## src/rtl/core/gdr_pkg.sv

```systemverilog
// Shared types, register indexes and constants of the column raycaster.
package gdr_pkg;

  localparam logic [2:0] REG_POS_X   = 3'd0;
  localparam logic [2:0] REG_POS_Y   = 3'd1;
  localparam logic [2:0] REG_DIR_X   = 3'd2;
  localparam logic [2:0] REG_DIR_Y   = 3'd3;
  localparam logic [2:0] REG_PLANE_X = 3'd4;
  localparam logic [2:0] REG_PLANE_Y = 3'd5;
  localparam logic [2:0] REG_SCR_W   = 3'd6;
  localparam logic [2:0] REG_SCR_H   = 3'd7;

  localparam int CFG_W = 21;

  localparam logic [23:0] DIST_MAX   = 24'hFFFFFF;
  localparam logic [15:0] HEIGHT_MAX = 16'hFFFF;
  localparam logic [10:0] ROW_MAX    = 11'd2047;

  typedef struct packed {
    logic        mode;
    logic [10:0] column;
    logic [4:0]  cell_x;
    logic [4:0]  cell_y;
    logic        wall_bit;
  } item_t;

  typedef struct packed {
    logic [10:0] out_column;
    logic        hit;
    logic        hit_side;
    logic [4:0]  hit_x;
    logic [4:0]  hit_y;
    logic [23:0] perp_dist;
    logic [15:0] line_height;
    logic [10:0] draw_start;
    logic [10:0] draw_end;
  } result_t;

  typedef enum logic [2:0] {
    DIV_CAM  = 3'd0,
    DIV_DX   = 3'd1,
    DIV_DY   = 3'd2,
    DIV_PERP = 3'd3,
    DIV_LH   = 3'd4
  } div_sel_t;

  typedef struct packed {
    logic     clr_en;
    logic     map_wr;
    logic     cap_item;
    logic     div_start;
    div_sel_t div_sel;
    logic     ray;
    logic     side_init;
    logic     step;
    logic     rd;
    logic     miss;
    logic     draw;
    logic     out_load;
  } cmd_t;

  typedef struct packed {
    logic clr_last;
    logic div_done;
    logic in_map;
    logic oob;
    logic wall;
    logic walk_end;
  } status_t;

endpackage

```

## src/rtl/core/gdr_ctrl.sv

```systemverilog
// Controller state machine that sequences map writes, ray setup, the walk and the result.
module gdr_ctrl (
  input  logic             clk,
  input  logic             rst,
  input  logic             item_valid,
  input  logic             item_mode,
  output logic             item_stall,
  output logic             result_valid,
  input  logic             result_stall,
  input  gdr_pkg::status_t st,
  output gdr_pkg::cmd_t    cmd
);

  import gdr_pkg::*;

  typedef enum logic [20:0] {
    S_CLEAR  = 21'h000001,
    S_IDLE   = 21'h000002,
    S_CAM    = 21'h000004,
    S_CAM_W  = 21'h000008,
    S_RAY    = 21'h000010,
    S_DX     = 21'h000020,
    S_DX_W   = 21'h000040,
    S_DY     = 21'h000080,
    S_DY_W   = 21'h000100,
    S_SIDE   = 21'h000200,
    S_MAPCHK = 21'h000400,
    S_STEP   = 21'h000800,
    S_BOUND  = 21'h001000,
    S_RD     = 21'h002000,
    S_MISS   = 21'h004000,
    S_PERP   = 21'h008000,
    S_PERP_W = 21'h010000,
    S_LH     = 21'h020000,
    S_LH_W   = 21'h040000,
    S_DRAW   = 21'h080000,
    S_OUT    = 21'h100000
  } state_t;

  state_t state, state_next;
  logic   accept, out_free;

  assign item_stall = state != S_IDLE;
  assign accept     = item_valid && (state == S_IDLE);
  assign out_free   = !result_valid || !result_stall;

  always_comb begin
    state_next = state;
    cmd        = '0;
    cmd.div_sel = DIV_CAM;
    case (state)
      S_CLEAR: begin
        cmd.clr_en = 1'b1;
        if (st.clr_last) state_next = S_IDLE;
      end
      S_IDLE: begin
        if (accept) begin
          if (item_mode) begin
            cmd.cap_item = 1'b1;
            state_next   = S_CAM;
          end else begin
            cmd.map_wr = 1'b1;
          end
        end
      end
      S_CAM: begin
        cmd.div_start = 1'b1;
        state_next    = S_CAM_W;
      end
      S_CAM_W: begin
        if (st.div_done) state_next = S_RAY;
      end
      S_RAY: begin
        cmd.ray    = 1'b1;
        state_next = S_DX;
      end
      S_DX: begin
        cmd.div_sel   = DIV_DX;
        cmd.div_start = 1'b1;
        state_next    = S_DX_W;
      end
      S_DX_W: begin
        if (st.div_done) state_next = S_DY;
      end
      S_DY: begin
        cmd.div_sel   = DIV_DY;
        cmd.div_start = 1'b1;
        state_next    = S_DY_W;
      end
      S_DY_W: begin
        if (st.div_done) state_next = S_SIDE;
      end
      S_SIDE: begin
        cmd.side_init = 1'b1;
        state_next    = S_MAPCHK;
      end
      S_MAPCHK: begin
        state_next = st.in_map ? S_STEP : S_MISS;
      end
      S_STEP: begin
        cmd.step   = 1'b1;
        state_next = S_BOUND;
      end
      S_BOUND: begin
        if (st.oob) begin
          state_next = S_MISS;
        end else begin
          cmd.rd     = 1'b1;
          state_next = S_RD;
        end
      end
      S_RD: begin
        if (st.wall) begin
          state_next = S_PERP;
        end else if (st.walk_end) begin
          state_next = S_MISS;
        end else begin
          state_next = S_STEP;
        end
      end
      S_MISS: begin
        cmd.miss   = 1'b1;
        state_next = S_DRAW;
      end
      S_PERP: begin
        cmd.div_sel   = DIV_PERP;
        cmd.div_start = 1'b1;
        state_next    = S_PERP_W;
      end
      S_PERP_W: begin
        if (st.div_done) state_next = S_LH;
      end
      S_LH: begin
        cmd.div_sel   = DIV_LH;
        cmd.div_start = 1'b1;
        state_next    = S_LH_W;
      end
      S_LH_W: begin
        if (st.div_done) state_next = S_DRAW;
      end
      S_DRAW: begin
        cmd.draw   = 1'b1;
        state_next = S_OUT;
      end
      S_OUT: begin
        if (out_free) begin
          cmd.out_load = 1'b1;
          state_next   = S_IDLE;
        end
      end
      default: begin
        state_next = S_IDLE;
      end
    endcase
  end

  always_ff @(posedge clk) begin
    if (rst) begin
      state        <= S_CLEAR;
      result_valid <= 1'b0;
    end else begin
      state <= state_next;
      if (cmd.out_load) begin
        result_valid <= 1'b1;
      end else if (!result_stall) begin
        result_valid <= 1'b0;
      end
    end
  end

  // A quotient only arrives while the sequencer waits for one.
  a_div_done_in_wait: assert property (@(posedge clk) disable iff (rst)
    st.div_done |-> (state == S_CAM_W || state == S_DX_W || state == S_DY_W ||
                     state == S_PERP_W || state == S_LH_W))
    else $error("divider finished outside a wait state");

  // The result register is never overwritten while its word is held.
  a_out_no_clobber: assert property (@(posedge clk) disable iff (rst)
    cmd.out_load |-> !(result_valid && result_stall))
    else $error("result overwritten while stalled");

  // An accepted cast starts the camera division next.
  a_cast_starts: assert property (@(posedge clk) disable iff (rst)
    (item_valid && !item_stall && item_mode) |=> (state == S_CAM))
    else $error("cast word did not start the ray setup");

endmodule

```

## config.mk

```make
export PLATFORM = sky130hd
export DESIGN_NAME = gdr_ctrl
export DESIGN_NICKNAME = d
export VERILOG_FILES = /design/src/rtl/core/gdr_pkg.sv /design/src/rtl/core/gdr_ctrl.sv
export SDC_FILE = /design/constraint.sdc
export NUM_CORES = 1
export LEC_CHECK = 0
export ABC_AREA = 0
export ABC_CLOCK_PERIOD_IN_PS = 5100
export BUFFER_PORTS_ARGS = -buffer_cell sky130_fd_sc_hd__clkbuf_2
export CAP_MARGIN = 30
export CORE_UTILIZATION = 36
export CTS_CLUSTER_SIZE = 8
export DETAILED_ROUTE_END_ITERATION = 8
export SLEW_MARGIN = 20
export SYNTH_ARGS = -nofsm -noshare
export SYNTH_HDL_FRONTEND = slang
export SYNTH_SLANG_ARGS = --single-unit
```

## constraint.sdc

```tcl
create_clock -name clk -period 5.1 [get_ports clk]
set_input_delay 1.02 -clock clk [delete_from_list [all_inputs] [get_ports clk]]
set_output_delay 1.02 -clock clk [all_outputs]
set_load 0.02 [all_outputs]
```

### Word-level counts from Yosys, hierarchy flattened

Cells that the tools add are included.

* register bits: 22
* input port bits: 11
* output and inout bits: 16
* word-level logic and storage cells: 72

* equality and inequality tests: 32
* mux-type cells: 32
* reduce and logical (&&, ||, !) cells: 6

Operators with widths (number)
* $pmux 21 s21: 1
* $mux 21: 10
* $mux 15: 3
* $eq 21x1->1 const B: 1
* $eq 21x10->1 const B: 1
* $eq 21x11->1 const B: 1
* $eq 21x12->1 const B: 1
* $eq 21x13->1 const B: 1
* $eq 21x14->1 const B: 1
* $eq 21x15->1 const B: 1
* $eq 21x16->1 const B: 1
* $eq 21x17->1 const B: 1
* $eq 21x18->1 const B: 1
* $eq 21x19->1 const B: 1
* $eq 21x2->1 const B: 1
* $eq 21x20->1 const B: 1
* $eq 21x21->1 const B: 1
* $eq 21x3->1 const B: 1
* $eq 21x4->1 const B: 1
* $eq 21x5->1 const B: 1
* $eq 21x6->1 const B: 1
* $eq 21x7->1 const B: 1
* $eq 21x8->1 const B: 1
* $eq 21x9->1 const B: 1
* 11 further kinds: 35

### Depth between registers and ports, before layout

* depth in word-level cells: 5
* mapped depth: 8
* depth with buffers taken out: 6

### Least setup slack after synthesis

No wires, ideal clock.

* path type: reg-to-output
* start: register state[12]
* end: output cmd[12] in the netlist's numbering
* data arrival time: 2.174 ns
* required time: 4.080 ns
* path slack: 1.906 ns
* cell stages (with the launch flop): 6
* path buffers: 0
* cells stage by stage: dfxtp_1 or4_1 nor3_1 nand3_1 or2_1 nor3b_2

RTL lines
* from (decl): RTL line gdr_ctrl.sv:40 `state_t state, state_next;`
* from (signal assigned): RTL line gdr_ctrl.sv:162 `state <= state_next;`
* to (decl): RTL line gdr_ctrl.sv:11 `output gdr_pkg::cmd_t cmd`

==> results.sh <==
export IMPL_cts_resized=0
export IMPL_vias=1604
export IMPL_fin_skew_ns=0.00182
export IMPL_dieWidth_um=66.6
export IMPL_crit_type="register to output pin"
export IMPL_ys_flop_type="dfxtp_1"
export IMPL_worstMarginPinSlew_ns=0.760
export IMPL_hold_path_class="register to register"
export IMPL_ys_ff_latch=22
export IMPL_io_buffers=26
export IMPL_synth_compound_area_share=0.123
export IMPL_viasPerCell=5.99
export IMPL_area_growth_synth_to_final_pct=15.4
export IMPL_hold_slack_ns=0.583
export IMPL_setup_viol=0
export IMPL_hpwlAfterDp_um=2990
export IMPL_finalHoldViolCount=0
export IMPL_seq_power_share=0.434
export IMPL_period_share=0.718
export IMPL_antenna_cells=0
export IMPL_grt_pass1_vias=1366
export IMPL_netlist_instances=194
export IMPL_postCtsSetupRepairBufs=0
export IMPL_rr_endpoint="state[1]"
export IMPL_gp_congestion=0.949
export IMPL_max_freq_ghz=0.273
export IMPL_drt_total_wl_um=4040
export IMPL_required_ns=4.08
export IMPL_syn_area_um2=1500
export IMPL_yosys_warnings=0
export IMPL_status="complete, no violations"
export IMPL_first_pass_iters=4
export IMPL_clock_path_buffers=2
export IMPL_drt_iter0_markers=127
export IMPL_overflow=0
export IMPL_syn_num_nets=205
export IMPL_cts_sinks=22
export IMPL_ys_types=46
export IMPL_grt_pass1_wl_um=6460
export IMPL_rrSetupSlack_ns=2.46
export IMPL_synthTopCellsByArea="dfxtp_1 (29%), nor2_1 (6.0%), nand3_1 (5.0%)"
export IMPL_crit_start="state[12]"
export IMPL_drive_above_1_share=0.220
export IMPL_drtAntennaViolNets=0
export IMPL_max_cap_viol_count=0
export IMPL_slowest_stage="or4_1"
export IMPL_synth_common_cells="nor2_1 (24), dfxtp_1 (22), nand3_1 (15)"
export IMPL_cp_start_kind="register"
export IMPL_synth_edf_count=0
export IMPL_drc=0
export IMPL_relSlewSlack=0.480
export IMPL_path_cells="or4_1 -> nor3_1 -> nand3_1 -> or2_1 -> inv_1 -> and3_1 -> clkbuf_2"
export IMPL_endpoint_kind="output pin"
export IMPL_cts_tree="done"
export IMPL_power_switching_uw=113
export IMPL_async_flop_share=0
export IMPL_cts_root_buf="clkbuf_8"
export IMPL_synth_top_cell_area_share=0.294
export IMPL_avgRoutedWirePerCell_um=15.1
export IMPL_cpPeakStageDelay_ns=0.64
export IMPL_io_pins=27
export IMPL_htreeDepth=1
export IMPL_tns_ns=0
export IMPL_rr_worst_depth=6
export IMPL_synthMuxAreaShare=0
export IMPL_core_um2=4000
export IMPL_cp_max_fo=6
export IMPL_ir_drop_uv=143
export IMPL_fp_dieH_um=66.6
export IMPL_antenna_found_initial=0
export IMPL_r2r_start="state[12]"
export IMPL_ctsHoldBuffers=0
export IMPL_synth_area_per_cell_um2=7.73
export IMPL_rsz0062_at_grt="false"
export IMPL_p_comb_frac=0.168
export IMPL_final_nets=230
export IMPL_yosysMostFrequentCell="nor2_1"
export IMPL_synth_xor_area_frac=0.0117
export IMPL_dieArea_um2=4430
export IMPL_p_sw_frac=0.271
export IMPL_synth_top_family_by_area="simple AND/OR/NAND/NOR gates"
export IMPL_grt_usage=0.193
export IMPL_grt_max_degree=18
export IMPL_synth_simple_gate_area_frac=0.525
export IMPL_n_fill_cell=403
export IMPL_power_leakage_uw=0.000686
export IMPL_finalPower_uw=417
export IMPL_cts_clk_slew_worst_paths_ns=0.08
export IMPL_seq_area_frac_synth=0.294
export IMPL_synthAdderAreaFrac=0
export IMPL_arrival_ns=2.64
export IMPL_power_density_nw_per_um2=241
export IMPL_clock_latency_ns=0.27
export IMPL_floorplan_rows=23
export IMPL_p_int_uw=304
export IMPL_finalMaxSlewViolations=0
export IMPL_period_minus_slack_ns=3.66
export IMPL_start_util=0.375
export IMPL_numCtsBuffers=3
export IMPL_pwr_share_clk=0.399
export IMPL_endpoint="cmd[11]"
export IMPL_yosys_area_top_type="dfxtp_1"
==> sequential cells by signal, indices dropped and copies added, names as in the netlist <==
| signal | flops |
|---|---|
| result_valid | 1 |
| state | 21 |
==> stage by stage <==
stage	utilization	instances	setup WS (ns)	area, µm²
6_report	0.433	268	1.44	1730
4_1_cts	0.433	268	1.46	1730
3_5_place_dp	0.415	264	1.77	1660
2_1_floorplan	-	194	1.91	1500
5_1_grt	0.433	268	1.30	1730
3_3_place_gp	0.415	264	1.79	1660
==> layout by cell type, fill, tap and decap left out, drive strengths merged <==
master / count
a2111oi: 1
a211oi: 1
a21o: 1
a21oi: 10
a31o: 1
a41o: 1
and3: 2
and4: 1
bufinv: 1
clkbuf: 29
dfxtp: 22
inv: 10
nand2: 6
nand2b: 7
nand3: 15
nand4: 10
nand4b: 2
nor2: 25
nor2b: 1
nor3: 11
nor3b: 5
nor4: 13
nor4b: 8
nor4bb: 1
o2111ai: 1
o21ai: 9
o22ai: 1
o31ai: 1
o32a: 1
o41a: 1
or2: 4
or3: 4
or4: 7
or4b: 3
xnor2: 2
==> power by group through the flow <==
stage | logic (µW) | registers [µW] | clock network (µW)
2_1_floorplan | 52.0 | 183 | 0
3_3_place_gp | 69.2 | 185 | 0
3_5_place_dp | 68.2 | 185 | 0
4_1_cts | 68.8 | 181 | 168
5_1_grt | 76.7 | 182 | 177
6_report | 70.0 | 181 | 166
==> layout make-up <==
class	instances	area (µm²)	share of cell area
clock buffers	3	41.3	0.0238
clock inverters	1	30.0	0.0173
inverters	10	37.5	0.0217
multi-input cells	156	990	0.572
flip-flops and latches	22	440	0.254
well taps	50	62.6	0.0361
repair buffers	26	130	0.0751
==> cells by family (layout without fill, tap and decap cells) <==
kind of cell / count (synthesis) / in the layout
buf+inv: 16 / 40
simple gates: 125 / 125
compound gates: 29 / 29
flops: 22 / 22
xor+xnor: 2 / 2
==> how the worst min path moves through the flow <==
stage	cells past startpoint	end	slack, ns	from
floorplan	2	state[16]	0.50	state[16]
finish	2	state[16]	0.58	state[16]
detailed placement	2	state[16]	0.57	state[16]
global route	2	state[16]	0.62	state[16]
CTS	2	state[16]	0.58	state[16]
global placement	2	state[6]	0.54	state[6]
==> routing by layer <==
| layer | vias up | share of wire | routed length (µm) | GRT usage |
|---|---|---|---|---|
| met5 | - | 0 | 0 | 0 |
| met4 | 0 | 0.025 | 102 | 0.0798 |
| met3 | 11 | 0.071 | 288 | 0.0291 |
| met2 | 63 | 0.45 | 1810 | 0.293 |
| met1 | 732 | 0.45 | 1830 | 0.268 |
| li1 | 798 | - | - | - |
==> critical path, delay by kind of cell (launching register included) <==
| kind | cells | cell delay (ns) |
|---|---|---|
| buf+inv | 2 | 0.23 |
| flops | 1 | 0.36 |
| simple gates | 5 | 1.79 |
(Power assumes the default switching activity.)
